File: config.mk
export PLATFORM = sky130hd
export DESIGN_NAME = sfmt_cmd_queue
export DESIGN_NICKNAME = d
export VERILOG_FILES = /design/src/hdl/sfmt_pkg.sv /design/src/hdl/sfmt_cmd_queue.sv
export SDC_FILE = /design/constraint.sdc
export NUM_CORES = 1
export LEC_CHECK = 0
export BUFFER_PORTS_ARGS = -buffer_cell sky130_fd_sc_hd__buf_2
export CAP_MARGIN = 10
export CORE_ASPECT_RATIO = 0.7
export CORE_UTILIZATION = 45
export CTS_BUF_LIST = sky130_fd_sc_hd__clkbuf_4 sky130_fd_sc_hd__clkbuf_8
export DETAILED_ROUTE_END_ITERATION = 6
export PLACE_DENSITY = 0.76
export SYNTH_ARGS = -nofsm -noshare
export SYNTH_HDL_FRONTEND = slang
export SYNTH_SLANG_ARGS = --single-unit
File: constraint.sdc
create_clock -name clk -period 2 [get_ports clk]
set_input_delay 0.4 -clock clk [delete_from_list [all_inputs] [get_ports clk]]
set_output_delay 0.4 -clock clk [all_outputs]
set_load 0.01 [all_outputs]
File: src/hdl/sfmt_pkg.sv
// ----------------------------------------------------------------------------
// sfmt_pkg
// Shared types, constants and the vector recursion of the SFMT19937 core.
// ----------------------------------------------------------------------------
package sfmt_pkg;

  localparam int WORD_COUNT = 624;
  localparam int VEC_COUNT  = WORD_COUNT / 4;
  localparam int ADDR_W     = 10;
  localparam int VEC_W      = 8;

  localparam logic [ADDR_W-1:0] LAST_WORD   = ADDR_W'(WORD_COUNT - 1);
  localparam logic [ADDR_W-1:0] WORD_END    = ADDR_W'(WORD_COUNT);
  localparam logic [ADDR_W-1:0] SKIP_LIMIT  = ADDR_W'(622);
  localparam logic [ADDR_W-1:0] INIT_C_ADDR = ADDR_W'(WORD_COUNT - 8);
  localparam logic [ADDR_W-1:0] INIT_D_ADDR = ADDR_W'(WORD_COUNT - 4);
  localparam logic [VEC_W-1:0]  LAST_VEC    = VEC_W'(VEC_COUNT - 1);
  localparam logic [VEC_W-1:0]  POS_VEC     = VEC_W'(488 / 4);

  localparam logic [31:0] SEED_MULT = 32'h6C07_8965;
  localparam logic [31:0] MSK0      = 32'hdfff_ffef;
  localparam logic [31:0] MSK1      = 32'hddfe_cb7f;
  localparam logic [31:0] MSK2      = 32'hbffa_ffff;
  localparam logic [31:0] MSK3      = 32'hbfff_fff6;

  typedef enum logic [1:0] {
    OP_SEED   = 2'd0,
    OP_NEXT32 = 2'd1,
    OP_NEXT64 = 2'd2,
    OP_SKIP   = 2'd3
  } op_t;

  typedef struct packed {
    op_t         op;
    logic [31:0] seed;
  } cmd_t;

  typedef logic [3:0][31:0] word_vec_t;

  typedef struct packed {
    logic empty;
    logic full;
  } queue_status_t;

  typedef struct packed {
    logic              busy;
    logic [ADDR_W-1:0] read_index;
  } eng_status_t;

  // one 128-bit step of the SFMT recursion; c and d are the two newest vectors
  function automatic word_vec_t sfmt_recursion(word_vec_t a, word_vec_t b,
                                               word_vec_t c, word_vec_t d);
    word_vec_t n;
    n[3] = a[3] ^ (a[3] << 8) ^ (a[2] >> 24) ^ (c[3] >> 8)
         ^ ((b[3] >> 11) & MSK3) ^ (d[3] << 18);
    n[2] = a[2] ^ (a[2] << 8) ^ (a[1] >> 24) ^ (c[3] << 24) ^ (c[2] >> 8)
         ^ ((b[2] >> 11) & MSK2) ^ (d[2] << 18);
    n[1] = a[1] ^ (a[1] << 8) ^ (a[0] >> 24) ^ (c[2] << 24) ^ (c[1] >> 8)
         ^ ((b[1] >> 11) & MSK1) ^ (d[1] << 18);
    n[0] = a[0] ^ (a[0] << 8) ^ (c[1] << 24) ^ (c[0] >> 8)
         ^ ((b[0] >> 11) & MSK0) ^ (d[0] << 18);
    return n;
  endfunction

endpackage

File: src/hdl/sfmt_cmd_queue.sv
// ----------------------------------------------------------------------------
// sfmt_cmd_queue
// Front end: accepts request transactions, classifies the op, queues them.
// ----------------------------------------------------------------------------
module sfmt_cmd_queue #(
  parameter int DEPTH = 2
) (
  input  logic                    clk,
  input  logic                    rst_n,
  input  logic                    in_valid,
  output logic                    in_ready,
  input  logic [1:0]              in_op,
  input  logic [31:0]             in_seed_value,
  input  logic                    pop,
  output sfmt_pkg::cmd_t          head,
  output sfmt_pkg::queue_status_t status
);
  import sfmt_pkg::*;

  localparam int PTR_W = (DEPTH > 1) ? $clog2(DEPTH) : 1;
  localparam int CNT_W = $clog2(DEPTH + 1);
  localparam logic [PTR_W-1:0] LAST_PTR = PTR_W'(DEPTH - 1);
  localparam logic [CNT_W-1:0] FULL_CNT = CNT_W'(DEPTH);

  cmd_t             entry_r [DEPTH];
  logic [PTR_W-1:0] wr_ptr_r, rd_ptr_r;
  logic [CNT_W-1:0] count_r;
  logic             push;
  cmd_t             cls;

  // every 2-bit code is a valid op
  always_comb begin
    cls.seed = in_seed_value;
    cls.op   = op_t'(in_op);
  end

  assign in_ready     = (count_r != FULL_CNT);
  assign push         = in_valid && in_ready;
  assign head         = entry_r[rd_ptr_r];
  assign status.empty = (count_r == '0);
  assign status.full  = !in_ready;

  always_ff @(posedge clk) begin
    if (push) begin
      entry_r[wr_ptr_r] <= cls;
    end
  end

  always_ff @(posedge clk) begin
    if (!rst_n) begin
      wr_ptr_r <= '0;
      rd_ptr_r <= '0;
      count_r  <= '0;
    end else begin
      if (push) begin
        wr_ptr_r <= (wr_ptr_r == LAST_PTR) ? '0 : wr_ptr_r + 1'b1;
      end
      if (pop) begin
        rd_ptr_r <= (rd_ptr_r == LAST_PTR) ? '0 : rd_ptr_r + 1'b1;
      end
      case ({push, pop})
        2'b10:   count_r <= count_r + 1'b1;
        2'b01:   count_r <= count_r - 1'b1;
        default: count_r <= count_r;
      endcase
    end
  end

endmodule

# [Yosys cells after proc, flatten, opt, wreduce, memory -nomap -nowiden]
# Memory sizes are Yosys's and may differ from the RTL's. A register that Yosys moved wholly into a read port is not among the register bits.
# Index checks and enable logic that the tools add are counted.
[totals] latchBits=0 regBits=4 mem_bits_ro=0 ram_bits=68 wordCells=22 mem_count=1
[memory_table] name="entry_r" depth=2 word_bits=34 read_ports=1 rd_ports_with_merged_regs=1 write_ports=1 line="sfmt_cmd_queue.sv:25" source="cmd_t entry_r [DEPTH];"
[op_classes] eq_ne=3 addsub=4 muxes=7 n_bitwise=0 multipliers=0 reduce_logical=4 n_lt_le_gt_ge=0 shifts=0 div_mod_pow=0
[ops] operator="$mux 1" n=6
[ops] operator="$pmux 2 s2" n=1
[ops] operator="$add 1x1->1 const B" n=2
[ops] operator="$add 2x1->2 const B" n=1
[ops] operator="$eq 2x1->1 const B" n=1
[ops] operator="$eq 2x2->1 const B" n=1
[ops] operator="$logic_not 2->1" n=1
[ops] operator="$ne 2x2->1 const B" n=1
[ops] operator="$reduce_bool 2->1" n=1
[ops] operator="$sub 2x1->2 const B" n=1
[ops] operator="$logic_and 1x1->1" n=1
[ops] operator="$logic_not 1->1" n=1

# [Logic depth before layout (Yosys ltp)]
# Gate-level depths: netlist of run 1.
[logic_depth] ltp_word=4 ltp_mapped=6 mapped_depth_nobuf=6

# [Worst setup path after synthesis of run 1]
# OpenSTA, ideal clock, no wires.
[synth_timing] path_kind="flip-flop to flip-flop" start="reg count_r[0]" end="mem entry_r[0][0] (netlist bit) (enable)" setup_time_ns=0.389 arrival_ns=1.607 slack_ns=0.004 required_ns=1.611 stages_incl_launch_ff=5 n_path_buf=0 path_cell_list="dfxtp_1 > nand2b_4 > inv_2 > or3_1 > inv_1"
[synth_between] elab_chain_len=4
[synth_rtl] element="from (decl)" line="sfmt_cmd_queue.sv:27" source="logic [CNT_W-1:0] count_r;"
[synth_rtl] element="from (signal assigned)" line="sfmt_cmd_queue.sv:62" source="2'b10: count_r <= count_r + 1'b1;"
[synth_rtl] element="from (signal assigned)" line="sfmt_cmd_queue.sv:63" source="2'b01: count_r <= count_r - 1'b1;"
[synth_rtl] element="from (signal assigned)" line="sfmt_cmd_queue.sv:64" source="default: count_r <= count_r;"
[synth_rtl] element="$ne 2x2->1" line="sfmt_cmd_queue.sv:37" source="assign in_ready = (count_r != FULL_CNT);"
[synth_rtl] element="net in_ready" line="sfmt_cmd_queue.sv:11" source="output logic in_ready,"
[synth_rtl] element="$logic_and 1x1->1" line="sfmt_cmd_queue.sv:38" source="assign push = in_valid && in_ready;"
[synth_rtl] element="$mux 1" line="sfmt_cmd_queue.sv:44" source="if (push) begin"
[synth_rtl] element="$mux 1 (not written as such)" line="sfmt_cmd_queue.sv:45" source="entry_r[wr_ptr_r] <= cls;"
[synth_rtl] element="to (decl)" line="sfmt_cmd_queue.sv:25"
# The timed path passes the listed nets, and every way through them passes these cells.

==> metrics, run 1 <==
main flop type after synthesis edfxtp_1; H-tree Lvls 3; Crit-path slowest cell mux2_2; Worst Slack Setup Final about 160 ps; post-cts resize count 0; CTS clk-pin slew, worst paths about 70 ps; Ports 75; drt via density between 4 and 5; area of the mapped netlist about 2700 um^2; root buf cell clkbuf_8; core area roughly 5700 um^2; worst skew pair latency approximately 340 ps; most numerous cell in the Yosys netlist edfxtp_1; #FFs+latches synth 73; most instantiated cells after synthesis 68 x edfxtp_1, 34 x mux2_2, 5 x dfxtp_1; Tmin final 1840 ps; Max Slew Vio Count 0; max cap viols 0; initial antenna violation count 0; total power 3590 uW; Setup TNS 0 ps; post-synth top area share 0.762; Syn Inst Count between 100 and 150; status complete, no violations; Psw about 800 uW; static leakage ~0.0013 uW; final setup vio count 0; DP HPWL 2760 um; Area Growth Syn to Fin 26.7%; multi-input logic area between 500 and 600 um^2; post-route ant nets 0; initial core utilization 0.468; RSZ-0062 raised after global routing false; TritonRoute pass-1 iters 4; Die X-Extent between 90 and 100 um; Pwr Density about 1100 nW/um^2; via count approximately 1400; CP endpoint kind output pin; clock sinks 73; DR WL/cell ~14 um; crit path kind flip-flop to output pin; Seq/Total Area, Yosys 0.799; vias in the first global route ~1400; Syn Area/Cell ~20 um^2; GR Util All Layers 0.144; non-filler instance count after layout about 300; CTS tree done; Int Pwr 2790 uW; Placement Setup Slack 402 ps; Logic pwr share 0.139; Seq pwr share 0.519; crit-path max FO 18; Placed Cells roughly 280; fillers ~430; Residual DRC 0; Async SR Flop Fraction 0; required time of the worst setup path around 1600 ps; actual slew at the worst max-slew pin 245 ps; initial DRC count 66; Synth area leaders edfxtp_1 76%, mux2_2 14%, dfxtp_1 3.7%; Port Buf Inserts between 70 and 80; CP startpoint kind flip-flop; post-cts hold buffer count 0; critical path cell sequence buf_4 > mux2_2 > buf_2; Setup Fix Bufs, Post-CTS 0; EDFF count, synth a little under 70; Clk pwr share 0.342; CTS buffer count 9; YS warnings 0; total length of routed wires approximately 4100 um; largest area contributor in the netlist edfxtp_1; Die ar. ~6300 um^2; GPL Wtd Cong 0.665; layout cells sized above 1 0.595; Slew headroom 0.837; fmax about 540 MHz; largest net degree at the start of global routing 35; Register Area about 2100 um^2; Syn Nets 170; Min Hold Slack about 250 ps; final hold violations 0; switching share of power 0.224; library cells used by synthesis 18; max incr delay on CP roughly 380 ps; cell row count 23; Antenna Cells 0; Peak VDD IR roughly 470 uV; Final Skew a little under 9 ps; Clock Path Buffers 2; first-pass GRT wire length around 6300 um; nets@finish around 260; GR Overflow Total 0; post-route clock period utilization 0.921; Die H 66.6 um; worst hold path type input port to flip-flop; Data arrival, critical path 1440 ps
-- worst max-delay path: cells and delay by family, from the launching register on --
family / cells / cell delay (ps)
buf+inv: 2 / 400
flops: 1 / 330
mux: 1 / 380
-- stage by stage --
stage | utilization | instance area (um^2)
5_1_grt | 0.593 | 3400
3_3_place_gp | 0.554 | 3170
6_report | 0.593 | 3400
4_1_cts | 0.593 | 3400
3_5_place_dp | 0.554 | 3170
2_1_floorplan | - | 2680
-- worst paths after layout --
| kind | startpoint | slack [ps] | cells after the start | to |
|---|---|---|---|---|
| setup / recovery | flip-flop | 160 | 3 | head[8] |
| hold / removal | in_seed_value[10] | 250 | 1 | entry_r[1][10]$_DFFE_PP_ |
| setup reg to reg | count_r[0]$_SDFFE_PN0P_ | 410 | 5 | entry_r[0][1]$_DFFE_PP_ |
| hold reg to reg | wr_ptr_r$_SDFFE_PN0P_ | 510 | 2 | wr_ptr_r$_SDFFE_PN0P_ |
-- registers in the layout, summed over array words and instances, names as in the netlist, named ones only --
signal,count
rd_ptr_r,1
entry_r,68
wr_ptr_r,1
count_r,2
-- routing by layer --
metal / GRT usage / share of wire / wire length, um
met5: 0 / 0 / 0
met4: 0.0462 / 0.0076 / 31
met3: 0.0799 / 0.080 / 329
met2: 0.230 / 0.48 / 1950
met1: 0.166 / 0.43 / 1780
-- final cells by class --
type                       count  share of cell area
clock buffer                  10              0.0387
clock inverter                 6              0.0265
inverter                       3             0.00332
multi-input combinational     51               0.149
sequential                    73               0.631
tap                           75              0.0276
timing repair buffer          79               0.124
-- logic make-up (layout without fill, tap and decap cells) --
logic type               after synthesis  count (layout)  share of synthesized area
AO/OA/AOI/OAI                          4               4                    0.00934
XOR/XNOR                               3               3                    0.00981
adder cells (fa/ha/maj)                1               1                    0.00467
buffers and inverters                  7              98                     0.0117
flip-flops                            73              73                      0.799
multiplexers                          34              34                      0.143
AND/OR/NAND/NOR                        9               9                     0.0224
-- power groups by stage --
stage          Sequential (uW)  Combinational [uW]  Clock, uW
3_5_place_dp              1900                 507          0
2_1_floorplan             1890                 298          0
3_3_place_gp              1890                 502          0
6_report                  1870                 499       1230
4_1_cts                   1870                 511       1270
5_1_grt                   1880                 552       1340
-- layout by cell type (no fill, tap or decap), types with 2 or more instances in the layout --
cell / netlist / routed
xnor2_1: 2 / 2
and2_1: 3 / 3
buf_4: 0 / 4
or3_1: 2 / 2
buf_2: 4 / 74
dfxtp_1: 5 / 5
mux2_2: 34 / 34
bufinv_16: 0 / 2
o21ai_0: 2 / 2
clkbuf_8: 0 / 9
edfxtp_1: 68 / 68
inv_1: 2 / 2
No activity file was read; power rests on OpenSTA's default activity.
==> inputs of run 2 (changes only) <==
--- a/config.mk
+++ b/config.mk
@@ -11,7 +11,9 @@
 export CORE_UTILIZATION = 45
 export CTS_BUF_LIST = sky130_fd_sc_hd__clkbuf_4 sky130_fd_sc_hd__clkbuf_8
 export DETAILED_ROUTE_END_ITERATION = 6
+export GPL_ROUTABILITY_DRIVEN = 0
 export PLACE_DENSITY = 0.76
+export SETUP_SLACK_MARGIN = 0.02
 export SYNTH_ARGS = -nofsm -noshare
 export SYNTH_HDL_FRONTEND = slang
 export SYNTH_SLANG_ARGS = --single-unit
==> constraint.sdc (replaced) <==
create_clock -name clk -period 2 [get_ports clk]
set_input_delay 0.4 -clock clk [delete_from_list [all_inputs] [get_ports clk]]
set_output_delay 0.4 -clock clk [all_outputs]
set_load 0.02 [all_outputs]
==> run 2 against run 1 <==
Effect of this change: clock skew is 4.3 ps lower; total power is 4.9% higher; critical endpoint is now head[31]; design area is 0.77% higher; flip-flop and latch count stayed put; die area stayed put; first-iteration DRC count is 50% lower; core utilization is 0.46 points higher; global-route usage is 0.19 points higher; worst hold slack better by 12 ps; highest routed layer unchanged.
==> metrics, run 2 (synthesis results as in run 1) <==
post-route clock period utilization 0.935; clock sinks between 70 and 80; Tmin final roughly 1900 ps; initial antenna violation count 0; CP endpoint kind output pin; Die X-Extent around 94 um; final hold violations 0; actual slew at the worst max-slew pin between 200 and 300 ps; Antenna Cells 0; commonest non-fill, non-tap cell in the layout buf_2; via count between 1000 and 1500; GR Util All Layers 0.146; TritonRoute pass-1 iters 4; core area about 5700 um^2; nets@finish about 260; CTS buffer count 9; total length of routed wires 4120 um; max incr delay on CP ~370 ps; post-cts resize count 0; Worst Slack Setup Final around 130 ps; Crit path max-delay family buffers and inverters; post-route ant nets 0; CP startpoint kind flip-flop; root buf cell clkbuf_8; Top reg by flops entry_r; H-tree Lvls 3; DP HPWL roughly 2700 um; Pwr Density between 1000 and 1500 nW/um^2; Clock Path Buffers 2; Setup TNS 0 ps; status complete, no violations; critical path cell sequence buf_4 > mux2_2 > buf_2; GR Overflow Total 0; CTS tree done; post-cts hold buffer count 0; Residual DRC 0; Placement Setup Slack ~310 ps; Slew headroom 0.824; initial DRC count 33; worst skew pair latency roughly 320 ps; static leakage around 0.0013 uW; Final Skew about 4.5 ps; drt via density ~4.7; worst hold path type input port to flip-flop; initial core utilization 0.468; max cap viols 0; cell row count 23; Area Growth Syn to Fin 27.7%; biggest regs entry_r: 68 flops, count_r: 2 flops; Die ar. ~6300 um^2; most frequent cells in the layout 74 x buf_2, 68 x edfxtp_1, 34 x mux2_2, 9 x clkbuf_8, 5 x dfxtp_1; first-pass GRT wire length ~6500 um; Util after Layout 0.598; crit path kind flip-flop to output pin; fmax ~530 MHz; total power 3770 uW; Ports 75; Crit-path slowest cell mux2_2; FF-to-FF Start count_r[0]$_SDFFE_PN0P_; largest net degree at the start of global routing 35; worst hold start in_seed_value[10]; DR WL/cell ~14 um; RSZ-0062 raised after global routing false; Data arrival, critical path 1470 ps; required time of the worst setup path approximately 1600 ps; CTS clk-pin slew, worst paths roughly 70 ps; final setup vio count 0; Die H 66.6 um; Worst Path Buf+Inv 2; max reg flops slightly below 70; Port Buf Inserts 74; vias in the first global route 1412; layout cells sized above 1 0.593; Peak VDD IR 601 uV; Min Hold Slack approximately 260 ps; Setup Fix Bufs, Post-CTS 0; Max Slew Vio Count 0; crit-path max FO 20
run 2: cell types whose count changed in the layout (fill, tap and decap cells not counted):
| cell | delta |
|---|---|
| buf_12 | +1 |
| buf_4 | -1 |
| bufinv_16 | +1 |
| clkbuf_4 | -1 |
| clkinv_1 | +1 |
| inv_1 | -1 |
| inv_6 | -1 |
run 2: final timing paths:
check	end	slack [ps]	cells after the start
setup / recovery	head[31]	130	3
hold / removal	entry_r[0][10]$_DFFE_PP_	260	1
setup reg to reg	entry_r[0][8]$_DFFE_PP_	300	5
hold reg to reg	wr_ptr_r$_SDFFE_PN0P_	520	2
run 2: worst register-to-register path: cells and delay by family, from the launching register on:
| kind | cells | cell delay [ps] |
|---|---|---|
| AND/OR/NAND/NOR | 2 | 550 |
| flip-flops | 1 | 400 |
| buffers and inverters | 3 | 470 |
run 2: per-stage QoR:
step           instance area, um^2  instances
6_report                      3420        296
5_1_grt                       3420        296
4_1_cts                       3420        296
3_5_place_dp                  3190        281
3_3_place_gp                  3190        281
2_1_floorplan                 2680        131
run 2: cell type report:
cell class / instances / area [um^2]
inverters: 3 / 15.0
flip-flops and latches: 73 / 2140
fillers: 423 / 2300
repair buffers: 79 / 433
clock inverters: 6 / 108
multi-input cells: 51 / 507
well taps: 75 / 93.8
clock buffers: 9 / 124
run 2: power breakdown:
group	internal, uW	total [uW]	leakage, uW	switching [uW]
Clock	817	1300	0.000117	487
Combinational	251	599	0.000513	348
Sequential	1830	1870	0.000677	38.1
Total	2900	3770	0.00131	873
run 2: metal layers:
layer | global-route usage | routed length (um) | up-vias
li1 | - | - | 679
met1 | 0.159 | 1680 | 669
met4 | 0.0692 | 48 | 0
met5 | 0 | 0 | -
met3 | 0.0719 | 359 | 5
met2 | 0.240 | 2030 | 51
==> inputs of run 3 (changes only) <==
--- a/config.mk
+++ b/config.mk
@@ -12,7 +12,7 @@
 export CTS_BUF_LIST = sky130_fd_sc_hd__clkbuf_4 sky130_fd_sc_hd__clkbuf_8
 export DETAILED_ROUTE_END_ITERATION = 6
 export GPL_ROUTABILITY_DRIVEN = 0
-export PLACE_DENSITY = 0.76
+export PLACE_DENSITY = 0.77
 export SETUP_SLACK_MARGIN = 0.02
 export SYNTH_ARGS = -nofsm -noshare
 export SYNTH_HDL_FRONTEND = slang
==> run 3 against run 2 <==
Effect of this change: maximum frequency rose by 0.49%; total power fell by 1.5%; clock skew rose by 3.4 ps; global-route usage rose by 0.49 points; first-iteration DRC count rose by 24%; combinational power barely moved; via count barely moved; die area did not move; setup slack improved by 9.1 ps; flip-flop and latch count did not move; core utilization fell by 0.17 points; cell count fell by 0.34%; critical endpoint is now head[28].
==> metrics, run 3 (synthesis results as in run 1) <==
Max Slew Vio Count 0; core area approximately 5700 um^2; most frequent cells in the layout 74 x buf_2, 68 x edfxtp_1, 34 x mux2_2, 9 x clkbuf_8, 5 x dfxtp_1; largest net degree at the start of global routing 35; area post-placement approximately 3200 um^2; Tmin final 1860 ps; H-tree Lvls 3; RSZ-0062 raised after global routing false; DP HPWL about 2800 um; Residual DRC 0; max cap viols 0; first-pass GRT wire length roughly 6500 um; initial DRC count approximately 40; Top reg by flops entry_r; post-cts resize count 0; vias in the first global route between 1000 and 1500; required time of the worst setup path approximately 1600 ps; status complete, no violations; crit path kind flip-flop to output pin; via count between 1000 and 1500; fillers approximately 450; TritonRoute pass-1 iters 4; Slew headroom 0.785; actual slew at the worst max-slew pin around 320 ps; initial antenna violation count 0; post-route cell area 3410 um^2; biggest regs entry_r: 68 flops, count_r: 2 flops; post-cts hold buffer count 0; Die ar. roughly 6300 um^2; Area Growth Syn to Fin 27.3%; post-route ant nets 0; cell row count 23; Port Buf Inserts 74; Register-to-Register Setup Slack ~390 ps; Pwr Density between 1000 and 1500 nW/um^2; CTS buffer count 9; Die H roughly 67 um; Die X-Extent 94.2 um; nets@finish 254; GR Overflow Total 0; Ports 75; CTS tree done; Util after Layout 0.596; drt via density approximately 4.8; crit-path max FO 34; fmax 538 MHz; initial core utilization 0.468; Antenna Cells 0; clock sinks 73; met1 WL 1900 um; post-route clock period utilization 0.930; layout cells sized above 1 0.595; Final Skew between 7 and 8 ps; CP startpoint kind flip-flop; total length of routed wires between 4000 and 5000 um; root buf cell clkbuf_8; commonest non-fill, non-tap cell in the layout buf_2; DR WL/cell between 10 and 15 um; GR Util All Layers 0.151; worst skew pair latency 330 ps; final hold violations 0; Peak VDD IR approximately 500 uV; max reg flops around 70; highest metal used met4; CP endpoint kind output pin; Setup TNS 0 ps; CTS clk-pin slew, worst paths roughly 70 ps; Clock Path Buffers 2; worst hold path type input port to flip-flop; metal3 WL between 400 and 500 um; static leakage 0.00130 uW; Setup Fix Bufs, Post-CTS 0; final setup vio count 0; met2 WL ~1900 um; Data arrival, critical path around 1500 ps
## run 3: changes by cell type in the layout (fill, tap and decap cells not counted), sizes merged
cell    delta
buf        -2
clkinv     -1
clkbuf     +3
bufinv     -1
## run 3: layout make-up
| cell class | count | area, um^2 | share of cell area |
|---|---|---|---|
| Tap cell | 75 | 93.8 | 0.0275 |
| Clock buffer | 12 | 146 | 0.0429 |
| Multi-Input combinational cell | 51 | 507 | 0.149 |
| Inverter | 3 | 15.0 | 0.00440 |
| Sequential cell | 73 | 2140 | 0.628 |
| Timing Repair Buffer | 77 | 430 | 0.126 |
| Clock inverter | 4 | 77.6 | 0.0227 |
## run 3: worst paths after layout
path | from | to | cells after the start
worst min-delay path | in_seed_value[22] | entry_r[0][22]$_DFFE_PP_ | 1
worst min register to register | wr_ptr_r$_SDFFE_PN0P_ | wr_ptr_r$_SDFFE_PN0P_ | 2
worst max-delay path | flip-flop | head[28] | 3
worst max register to register | count_r[0]$_SDFFE_PN0P_ | entry_r[0][5]$_DFFE_PP_ | 5
## run 3: where the power goes
group	total [uW]	internal [uW]	switching, uW
logic	599	250	349
clock network	1250	749	497
registers	1870	1830	39.1
total	3710	2830	884
## run 3: metal layers
metal / GRT usage / up-vias
met5: 0 / -
met4: 0.0692 / 0
met3: 0.103 / 9
met2: 0.212 / 63
met1: 0.177 / 655
li1: - / 676
## run 3: metrics by stage
stage / std cells / total power, uW / hold slack (ps) / setup WS [ps]
floorplan: 131 / 2280 / 457 / 229
global placement: 279 / 2500 / 484 / 427
detailed placement: 279 / 2510 / 487 / 391
CTS: 295 / 3760 / 229 / 122
global route: 295 / 3880 / 222 / 62.0
finish: 295 / 3710 / 251 / 140
## run 3: worst max-delay path, cell delays in order (launching register included)
cell	delay (ps)
dfxtp_1	350
buf_12	220
mux2_2	370
buf_2	160
